`config.mk`:
```
export PLATFORM = sky130hd
export DESIGN_NAME = integer_property_classifier
export DESIGN_NICKNAME = d
export VERILOG_FILES = /design/src/hw/rtl/ipc_pkg.sv /design/src/hw/rtl/ipc_div.sv /design/src/hw/rtl/ipc_fib.sv /design/src/hw/rtl/ipc_prime.sv /design/src/hw/rtl/integer_property_classifier.sv
export SDC_FILE = /design/constraint.sdc
export NUM_CORES = 1
export LEC_CHECK = 0
export BUFFER_PORTS_ARGS = -buffer_cell sky130_fd_sc_hd__buf_2
export CELL_PAD_IN_SITES_DETAIL_PLACEMENT = 1
export CELL_PAD_IN_SITES_GLOBAL_PLACEMENT = 2
export CORE_UTILIZATION = 38
export CTS_CLUSTER_DIAMETER = 40
export DETAILED_ROUTE_END_ITERATION = 6
export HOLD_SLACK_MARGIN = 0.08
export PLACE_DENSITY = 0.88
export SYNTH_ARGS = -nofsm -noshare
export SYNTH_HDL_FRONTEND = slang
export SYNTH_SLANG_ARGS = --single-unit
```
`constraint.sdc`:
```
create_clock -name clk_i -period 3.12 [get_ports clk_i]
set_input_delay 0.468 -clock clk_i [delete_from_list [all_inputs] [get_ports clk_i]]
set_output_delay 0.468 -clock clk_i [all_outputs]
set_load 0.02 [all_outputs]
```
`src/hw/rtl/ipc_pkg.sv`:
```
// Package of the integer property classifier: width default, state types,
// unit status struct and divisor constants. Depends on nothing.
`timescale 1ns / 1ps

package ipc_pkg;

  localparam int unsigned VALUE_WIDTH_DEF = 32;
  localparam int unsigned FIRST_DIVISOR   = 3;
  localparam int unsigned DIVISOR_STEP    = 2;
  localparam int unsigned SMALL_PRIME_LO  = 2;
  localparam int unsigned SMALL_PRIME_HI  = 3;

  typedef enum logic {
    TOP_IDLE,
    TOP_RUN
  } top_state_e;

  typedef enum logic {
    FIB_IDLE,
    FIB_RUN
  } fib_state_e;

  typedef enum logic [1:0] {
    PR_IDLE,
    PR_ISSUE,
    PR_WAIT
  } prime_state_e;

  typedef struct packed {
    logic busy;
    logic flag;
  } unit_stat_t;

endpackage

```
`src/hw/rtl/ipc_div.sv`:
```
// Radix-2 serial divider: one dividend bit shifted in per cycle.
// Standalone; used by ipc_prime.
`timescale 1ns / 1ps

module ipc_div #(
  parameter int unsigned W = 32
) (
  input  logic         clk_i,
  input  logic         rst_ni,
  input  logic         start_i,
  input  logic [W-1:0] dividend_i,
  input  logic [W-1:0] divisor_i,
  output logic         done_o,
  output logic [W-1:0] quot_o,
  output logic [W-1:0] rem_o
);

  localparam int unsigned CW = $clog2(W);

  logic          busy_q, busy_d;
  logic          done_q, done_d;
  logic [CW-1:0] cnt_q, cnt_d;
  logic [W-1:0]  dvd_q, dvd_d;
  logic [W-1:0]  dsr_q, dsr_d;
  logic [W-1:0]  rem_q, rem_d;
  logic [W-1:0]  quo_q, quo_d;
  logic [W-1:0]  shifted;
  logic          fits;

  always_comb begin
    shifted = {rem_q[W-2:0], dvd_q[W-1]};
    fits    = shifted >= dsr_q;
    busy_d  = busy_q;
    done_d  = 1'b0;
    cnt_d   = cnt_q;
    dvd_d   = dvd_q;
    dsr_d   = dsr_q;
    rem_d   = rem_q;
    quo_d   = quo_q;
    if (start_i) begin
      busy_d = 1'b1;
      cnt_d  = '0;
      dvd_d  = dividend_i;
      dsr_d  = divisor_i;
      rem_d  = '0;
      quo_d  = '0;
    end else if (busy_q) begin
      rem_d = fits ? shifted - dsr_q : shifted;
      quo_d = {quo_q[W-2:0], fits};
      dvd_d = {dvd_q[W-2:0], 1'b0};
      cnt_d = cnt_q + CW'(1);
      if (cnt_q == CW'(W - 1)) begin
        busy_d = 1'b0;
        done_d = 1'b1;
      end
    end
  end

  always_ff @(posedge clk_i or negedge rst_ni) begin
    if (!rst_ni) begin
      busy_q <= 1'b0;
      done_q <= 1'b0;
      cnt_q  <= '0;
    end else begin
      busy_q <= busy_d;
      done_q <= done_d;
      cnt_q  <= cnt_d;
    end
  end

  always_ff @(posedge clk_i) begin
    dvd_q <= dvd_d;
    dsr_q <= dsr_d;
    rem_q <= rem_d;
    quo_q <= quo_d;
  end

  assign done_o = done_q;
  assign quot_o = quo_q;
  assign rem_o  = rem_q;

endmodule

```
`src/hw/rtl/ipc_fib.sv`:
```
// Bit-serial Fibonacci membership test: rotates the pair and the value
// LSB first, one bit per cycle. Depends on ipc_pkg.
`timescale 1ns / 1ps

module ipc_fib import ipc_pkg::*; #(
  parameter int unsigned W = VALUE_WIDTH_DEF
) (
  input  logic         clk_i,
  input  logic         rst_ni,
  input  logic         start_i,
  input  logic [W-1:0] value_i,
  output unit_stat_t   stat_o
);

  localparam int unsigned CW = $clog2(W + 1);

  fib_state_e    state_q, state_d;
  logic [CW-1:0] cnt_q, cnt_d;
  logic [W:0]    a_q, a_d;
  logic [W:0]    b_q, b_d;
  logic [W:0]    n_q, n_d;
  logic          carry_q, carry_d;
  logic          lt_q, lt_d;
  logic          ne_q, ne_d;
  logic          flag_q, flag_d;
  logic          sum_bit;
  logic          carry_nx;
  logic          lt_nx;
  logic          ne_nx;
  logic          last;

  always_comb begin
    sum_bit  = a_q[0] ^ b_q[0] ^ carry_q;
    carry_nx = (a_q[0] & b_q[0]) | (carry_q & (a_q[0] ^ b_q[0]));
    lt_nx    = (~b_q[0] & n_q[0]) | (~(b_q[0] ^ n_q[0]) & lt_q);
    ne_nx    = ne_q | (b_q[0] ^ n_q[0]);
    last     = cnt_q == CW'(W);
  end

  always_comb begin
    state_d = state_q;
    case (state_q)
      FIB_IDLE: begin
        if (start_i && !value_i[W-1]) begin
          state_d = FIB_RUN;
        end
      end
      FIB_RUN: begin
        if (last && !lt_nx) begin
          state_d = FIB_IDLE;
        end
      end
      default: state_d = FIB_IDLE;
    endcase
  end

  always_comb begin
    cnt_d   = cnt_q;
    a_d     = a_q;
    b_d     = b_q;
    n_d     = n_q;
    carry_d = carry_q;
    lt_d    = lt_q;
    ne_d    = ne_q;
    flag_d  = flag_q;
    if (state_q == FIB_IDLE) begin
      if (start_i) begin
        cnt_d   = '0;
        a_d     = (W + 1)'(1);
        b_d     = '0;
        n_d     = {1'b0, value_i};
        carry_d = 1'b0;
        lt_d    = 1'b0;
        ne_d    = 1'b0;
        flag_d  = 1'b0;
      end
    end else begin
      a_d = {b_q[0], a_q[W:1]};
      b_d = {sum_bit, b_q[W:1]};
      n_d = {n_q[0], n_q[W:1]};
      if (last) begin
        cnt_d   = '0;
        carry_d = 1'b0;
        lt_d    = 1'b0;
        ne_d    = 1'b0;
        flag_d  = ~ne_nx;
      end else begin
        cnt_d   = cnt_q + CW'(1);
        carry_d = carry_nx;
        lt_d    = lt_nx;
        ne_d    = ne_nx;
      end
    end
  end

  always_ff @(posedge clk_i or negedge rst_ni) begin
    if (!rst_ni) begin
      state_q <= FIB_IDLE;
      cnt_q   <= '0;
      carry_q <= 1'b0;
      lt_q    <= 1'b0;
      ne_q    <= 1'b0;
    end else begin
      state_q <= state_d;
      cnt_q   <= cnt_d;
      carry_q <= carry_d;
      lt_q    <= lt_d;
      ne_q    <= ne_d;
    end
  end

  always_ff @(posedge clk_i) begin
    a_q    <= a_d;
    b_q    <= b_d;
    n_q    <= n_d;
    flag_q <= flag_d;
  end

  always_comb begin
    stat_o.busy = state_q == FIB_RUN;
    stat_o.flag = flag_q;
  end

endmodule

```
`src/hw/rtl/ipc_prime.sv`:
```
// Trial-division primality sequencer: odd divisors from three upward,
// one serial divide each, stop once the quotient drops below the divisor
// or the remainder is zero. Depends on ipc_pkg and ipc_div.
`timescale 1ns / 1ps

module ipc_prime import ipc_pkg::*; #(
  parameter int unsigned W = VALUE_WIDTH_DEF
) (
  input  logic         clk_i,
  input  logic         rst_ni,
  input  logic         start_i,
  input  logic [W-1:0] value_i,
  output unit_stat_t   stat_o
);

  prime_state_e state_q, state_d;
  logic [W-1:0] n_q, n_d;
  logic [W-1:0] d_q, d_d;
  logic         flag_q, flag_d;
  logic         quick;
  logic         div_start;
  logic         div_done;
  logic [W-1:0] quot;
  logic [W-1:0] rem;
  logic         quot_lt;
  logic         rem_zero;

  ipc_div #(
    .W(W)
  ) u_ipc_div (
    .clk_i     (clk_i),
    .rst_ni    (rst_ni),
    .start_i   (div_start),
    .dividend_i(n_q),
    .divisor_i (d_q),
    .done_o    (div_done),
    .quot_o    (quot),
    .rem_o     (rem)
  );

  always_comb begin
    quick    = value_i[W-1] || (value_i < W'(4)) || !value_i[0];
    quot_lt  = quot < d_q;
    rem_zero = rem == '0;
  end

  always_comb begin
    state_d = state_q;
    case (state_q)
      PR_IDLE: begin
        if (start_i && !quick) begin
          state_d = PR_ISSUE;
        end
      end
      PR_ISSUE: state_d = PR_WAIT;
      PR_WAIT: begin
        if (div_done) begin
          state_d = (quot_lt || rem_zero) ? PR_IDLE : PR_ISSUE;
        end
      end
      default: state_d = PR_IDLE;
    endcase
  end

  always_comb begin
    div_start   = state_q == PR_ISSUE;
    stat_o.busy = state_q != PR_IDLE;
    stat_o.flag = flag_q;
  end

  always_comb begin
    n_d    = n_q;
    d_d    = d_q;
    flag_d = flag_q;
    if (state_q == PR_IDLE && start_i) begin
      n_d    = value_i;
      d_d    = W'(FIRST_DIVISOR);
      flag_d = !value_i[W-1] &&
               (value_i == W'(SMALL_PRIME_LO) || value_i == W'(SMALL_PRIME_HI));
    end else if (state_q == PR_WAIT && div_done) begin
      flag_d = quot_lt;
      d_d    = d_q + W'(DIVISOR_STEP);
    end
  end

  always_ff @(posedge clk_i or negedge rst_ni) begin
    if (!rst_ni) begin
      state_q <= PR_IDLE;
    end else begin
      state_q <= state_d;
    end
  end

  always_ff @(posedge clk_i) begin
    n_q    <= n_d;
    d_q    <= d_d;
    flag_q <= flag_d;
  end

endmodule

```
`src/hw/rtl/integer_property_classifier.sv`:
```
// Integer property classifier: even, prime and Fibonacci flags per word.
// Usage:
//   Input channel in_valid_i / in_stall_o carries value_i, a signed
//   VALUE_WIDTH-bit word. Output channel out_valid_o / out_stall_i carries
//   is_even_o, is_prime_o and is_fibonacci_o, one result word per input word.
//   One word is in work at a time; in_stall_o stays high from acceptance
//   until the result is loaded into the output register.
//   The Fibonacci unit runs one bit per cycle, one serial addition per term
//   up to the first term not below the value. The prime unit runs one
//   radix-2 serial divide per odd divisor up to the square root. In the
//   prime unit, negative, small and even values finish at once; the
//   Fibonacci unit finishes at once only for negative values.
//   The output register holds a result while out_stall_i is high and the next
//   word may be accepted meanwhile; a finished result then waits in the units.
//   Reset clears all control state; no result is pending after reset.
//   Depends on ipc_pkg, ipc_fib, ipc_prime.
`timescale 1ns / 1ps

module integer_property_classifier import ipc_pkg::*; #(
  parameter int unsigned VALUE_WIDTH = VALUE_WIDTH_DEF
) (
  input  logic                   clk_i,
  input  logic                   rst_ni,
  input  logic                   in_valid_i,
  output logic                   in_stall_o,
  input  logic [VALUE_WIDTH-1:0] value_i,
  output logic                   out_valid_o,
  input  logic                   out_stall_i,
  output logic                   is_even_o,
  output logic                   is_prime_o,
  output logic                   is_fibonacci_o
);

  top_state_e state_q, state_d;
  logic       accept;
  logic       load;
  logic       units_done;
  logic       out_free;
  logic       even_q;
  logic       out_valid_q;
  logic       out_even_q;
  logic       out_prime_q;
  logic       out_fib_q;
  unit_stat_t fib_stat;
  unit_stat_t prime_stat;

  ipc_fib #(
    .W(VALUE_WIDTH)
  ) u_ipc_fib (
    .clk_i  (clk_i),
    .rst_ni (rst_ni),
    .start_i(accept),
    .value_i(value_i),
    .stat_o (fib_stat)
  );

  ipc_prime #(
    .W(VALUE_WIDTH)
  ) u_ipc_prime (
    .clk_i  (clk_i),
    .rst_ni (rst_ni),
    .start_i(accept),
    .value_i(value_i),
    .stat_o (prime_stat)
  );

  always_comb begin
    units_done = !fib_stat.busy && !prime_stat.busy;
    out_free   = !out_valid_q || !out_stall_i;
  end

  always_comb begin
    state_d = state_q;
    case (state_q)
      TOP_IDLE: begin
        if (in_valid_i) begin
          state_d = TOP_RUN;
        end
      end
      TOP_RUN: begin
        if (units_done && out_free) begin
          state_d = TOP_IDLE;
        end
      end
      default: state_d = TOP_IDLE;
    endcase
  end

  always_comb begin
    in_stall_o = state_q != TOP_IDLE;
    accept     = in_valid_i && state_q == TOP_IDLE;
    load       = state_q == TOP_RUN && units_done && out_free;
  end

  always_ff @(posedge clk_i or negedge rst_ni) begin
    if (!rst_ni) begin
      state_q     <= TOP_IDLE;
      out_valid_q <= 1'b0;
    end else begin
      state_q     <= state_d;
      out_valid_q <= load || (out_valid_q && out_stall_i);
    end
  end

  always_ff @(posedge clk_i) begin
    if (accept) begin
      even_q <= ~value_i[0];
    end
    if (load) begin
      out_even_q  <= even_q;
      out_prime_q <= prime_stat.flag;
      out_fib_q   <= fib_stat.flag;
    end
  end

  assign out_valid_o    = out_valid_q;
  assign is_even_o      = out_even_q;
  assign is_prime_o     = out_prime_q;
  assign is_fibonacci_o = out_fib_q;

endmodule

```
==> metrics.cfg <==
[run_status]
status = completed

[clock_tree]
clkSinkCount = 316
cts-htree-levels = 2
cts-root-buf = clkbuf_16
cts-buffers-inserted = 47
clk_pin_slew_ns = 0.06
tritoncts = built
clock_latency_ns = 0.59
clk_path_buf_depth = 3

[detailed_routing]
drtIter0Drc = 389
drtAntennaViolNets = 0
vias = 10191
wl_per_cell_um = 17.85
dr.pass1.iters = 4
wl_um = 35490
drc = 0
viasPerCell = 5.126

[logic_synthesis]
ys_seq_area_share_pct = 56.66
synth_top_area_share_pct = 40.35
ys.flop_type = edfxtp_1
synth_area_leaders = edfxtp_1 (40%), dfxtp_1 (13%), ha_1 (5.8%)
postSynthCellCount = 1371
syn_nets = 1478
synth_warnings = 0
synthDistinctLibCells = 63
async_flop_share_pct = 6.646
synth_area_sq_um = 14880
synth_area_per_cell_sq_um = 10.86
ys_ff_latch = 316
synth_top_cell_by_area = edfxtp_1
synth_edf_count = 200

[setup_path]
worstSetupEndpointType = flip-flop
worstPathArrival_ns = 3.42
cp-start-kind = flip-flop
path_cells = inv_1 > fa_1 > nor2b_4 > o31ai_2 > o2bb2ai_2 > o41ai_2 > nor2_1 > o21ai_0 > buf_4 > a311oi_1 > xnor2_1 > a21o_1
critPathTopFamily = compound AO/OA/AOI/OAI gates
rr_worst_depth = 12
reg2reg_slack_ns = 0.16
cpMaxStageDelayCell = edfxtp_1
max_stage_delay_ns = 0.49
crit_required_ns = 3.58
critPathMaxFanout = 4
worstSetupPathType = flip-flop to flip-flop
worst-path-buf-inv = 2
r2r-start = u_ipc_prime.u_ipc_div.dvd_q[31]
r2r-end = u_ipc_prime.u_ipc_div.rem_o[28]

[place]
dp.cells = 1897
numPortBuffers = 40
place_area_sq_um = 15770
routabilityCongestion = 0.8406
dp_hpwl_um = 23820
pre_cts_ws_ns = 0.04664

[power]
sequentialPowerShare_pct = 39.9
switching_share_pct = 33.16
internal_power_mw = 11.56
power.leakage_nw = 7.153
pwr-share-comb_pct = 29.1
vdd_drop_max_mv = 0.5923
power_frac_clock_pct = 31.0
total_power_mw = 17.29
p_sw_mw = 5.733
power_density_nw_per_um2 = 991.2

[timing]
fmax_mhz = 338.3
grt_setup_unrepaired = no
worst_pin_slew_ns = 0.7549
fin_crit_ns = 2.956
worst_slack_ns = 0.1641
setup_viol = 0
max-slew-margin-rel_pct = 49.67
slew_violations = 0
period_share_pct = 94.74
finalHoldViolCount = 0
skew_ns = 0.03875

[grt]
grt_overflow = 0
antenna_found_initial = 2
grt_max_degree = 67
grt_pass1_wl_um = 57100
grt_pass1_vias = 10836
track_usage_pct = 18.22

[worst_hold_path]
hold_depth = 1
min_from = value_i[8]
min_to = u_ipc_prime.n_q[8]
hold_path.class = input port to flip-flop

[final_layout]
nFillCells = 4149
syn2layout_area_growth_pct = 17.20
fin_nets = 1538
antenna_cells = 0
layout.cells.non_filler = 1988
finish.utilization_pct = 45.13
drive_gt1_share_pct = 13.67
fin_area_sq_um = 17440

[floorplanning]
die_y_um = 199.9
fp.coreArea_sq_um = 38650
die_area_sq_um = 39960
io_pins = 41
initial_core_util_pct = 38.51
die-width_um = 199.9
rows = 72

[run]
cap_violations = 0

[worst max-delay path by stage]
| stage | from | to | slack (ns) | depth (start not counted) |
|---|---|---|---|---|
| after floorplan | in_stall_o | u_ipc_fib.a_q[0] | 0.12 | 4 |
| after global placement | u_ipc_prime.u_ipc_div.dvd_q[31] | u_ipc_prime.u_ipc_div.rem_o[28] | -0.01 | 12 |
| after detailed placement | u_ipc_prime.u_ipc_div.dvd_q[31] | u_ipc_prime.u_ipc_div.rem_o[28] | 0.05 | 12 |
| after CTS | u_ipc_prime.u_ipc_div.dvd_q[31] | u_ipc_prime.u_ipc_div.rem_o[28] | 0.02 | 12 |
| after global routing | u_ipc_prime.u_ipc_div.dvd_q[31] | u_ipc_prime.u_ipc_div.rem_o[27] | 0.03 | 11 |
| final | u_ipc_prime.u_ipc_div.dvd_q[31] | u_ipc_prime.u_ipc_div.rem_o[28] | 0.16 | 12 |
[through the flow]
stage               TNS [ns]  hold WS (ns)
floorplan                  0        0.1724
detailed placement         0        0.4264
CTS                        0       0.08294
finish                     0        0.1146
global route               0       0.09485
global placement    -0.01004        0.4153
[worst register-to-register path, stage by stage (launching register included)]
cell	delay (ns)
edfxtp_1	0.49
inv_1	0.09
fa_1	0.43
nor2b_4	0.16
o31ai_2	0.09
o2bb2ai_2	0.15
o41ai_2	0.37
nor2_1	0.17
o21ai_0	0.26
buf_4	0.17
a311oi_1	0.12
xnor2_1	0.17
a21o_1	0.18
[routing by layer]
metal,vias to the layer above,GRT usage (%),wire length [um]
met3,59,3.679,1151
met1,5063,22.85,16130
met4,2,6.220,852
li1,4951,-,-
met5,-,0,13
met2,116,31.19,17340
[power groups by stage]
| stage | Clock, mW | Sequential, mW | Combinational [mW] |
|---|---|---|---|
| 6_report | 5.36 | 6.90 | 5.03 |
| 4_1_cts | 5.48 | 6.91 | 5.06 |
| 3_5_place_dp | 0 | 6.95 | 4.98 |
| 2_1_floorplan | 0 | 6.55 | 3.95 |
| 5_1_grt | 5.66 | 7.06 | 5.67 |
| 3_3_place_gp | 0 | 6.88 | 4.75 |
[placed cells by master (no fill, tap or decap), types with 4 or more instances in the layout]
cell	n
a211oi_1	15
xnor2_1	45
clkinv_2	9
and2_1	70
o21a_1	5
and3_1	15
nand4_1	20
dfxtp_1	95
or3_1	4
ha_1	69
nand2b_1	8
nand3_1	26
nor3_1	19
edfxtp_1	200
nand2_1	158
inv_1	82
a21oi_1	73
buf_12	6
a31oi_1	6
dfrtp_1	19
o211ai_1	5
o21ai_0	53
nor4_1	17
nand3b_1	4
o21bai_1	6
clkbuf_16	50
xor2_1	14
clkinvlp_4	4
mux2_2	33
nor2b_1	6
inv_6	9
a21o_1	19
nor2_1	134
inv_8	4
o31ai_1	4
buf_2	40
mux2i_1	46
buf_4	19
[cells in the mapped netlist, drive strengths merged (5+ instances only)]
library cell and count:
nor3 20, o21ai 56, a21oi 74, nand4 20
nor4 17, nand2 158, dfxtp 95, edfxtp 200
nand3 26, a211oi 16, mux2i 46, o21bai 6
dfrtp 21, mux2 33, ha 69, o21a 5
nor2 134, nor2b 7, o31ai 5, o211ai 5
and2 70, inv 84, xor2 14, clkbuf 47
buf 10, a21o 19, a31oi 6, and3 15
nand2b 9, xnor2 45
[cell families (layout without fill, tap and decap cells)]
kind of cell / after synthesis / in the layout / synth area share, %
simple gates: 490 / 490 / 15.49
compound gates: 215 / 215 / 8.954
mux: 79 / 79 / 5.591
flops: 316 / 316 / 56.66
xor+xnor: 59 / 59 / 3.472
buf+inv: 141 / 240 / 3.766
fa+ha+maj: 71 / 71 / 6.070
[sequential cells by signal, summed over array words and instances (netlist names), 2 cells and up]
register,flops
u_ipc_fib.a_q,33
u_ipc_fib.b_q,33
u_ipc_fib.n_q,33
u_ipc_prime.n_q,32
u_ipc_prime.u_ipc_div.dvd_q,32
u_ipc_prime.u_ipc_div.quot_o,32
u_ipc_prime.u_ipc_div.rem_o,32
u_ipc_prime.d_q,31
u_ipc_prime.u_ipc_div.dsr_q,31
u_ipc_fib.cnt_q,6
u_ipc_prime.u_ipc_div.cnt_q,5
u_ipc_prime.state_q,2
[repair_timing]
| item | in CTS | in global routing |
|---|---|---|
| gates resized for setup | 0 | 5 |
| setup buffers | 0 | 0 |
| endpoints found under the hold margin | 23 | 0 |
| setup endpoints to repair | 0 | 8 |
| hold buffers | 3 | 0 |
[final cells by class]
class | count | area [sq um] | area share [%]
flip-flops and latches | 316 | 8438 | 48.38
multi-input cells | 914 | 5918 | 33.93
clock buffers | 54 | 1296 | 7.431
well taps | 518 | 648.1 | 3.716
repair buffers | 68 | 493.0 | 2.826
clock inverters | 34 | 327.8 | 1.879
inverters | 84 | 321.6 | 1.843
(Power assumes the default switching activity.)
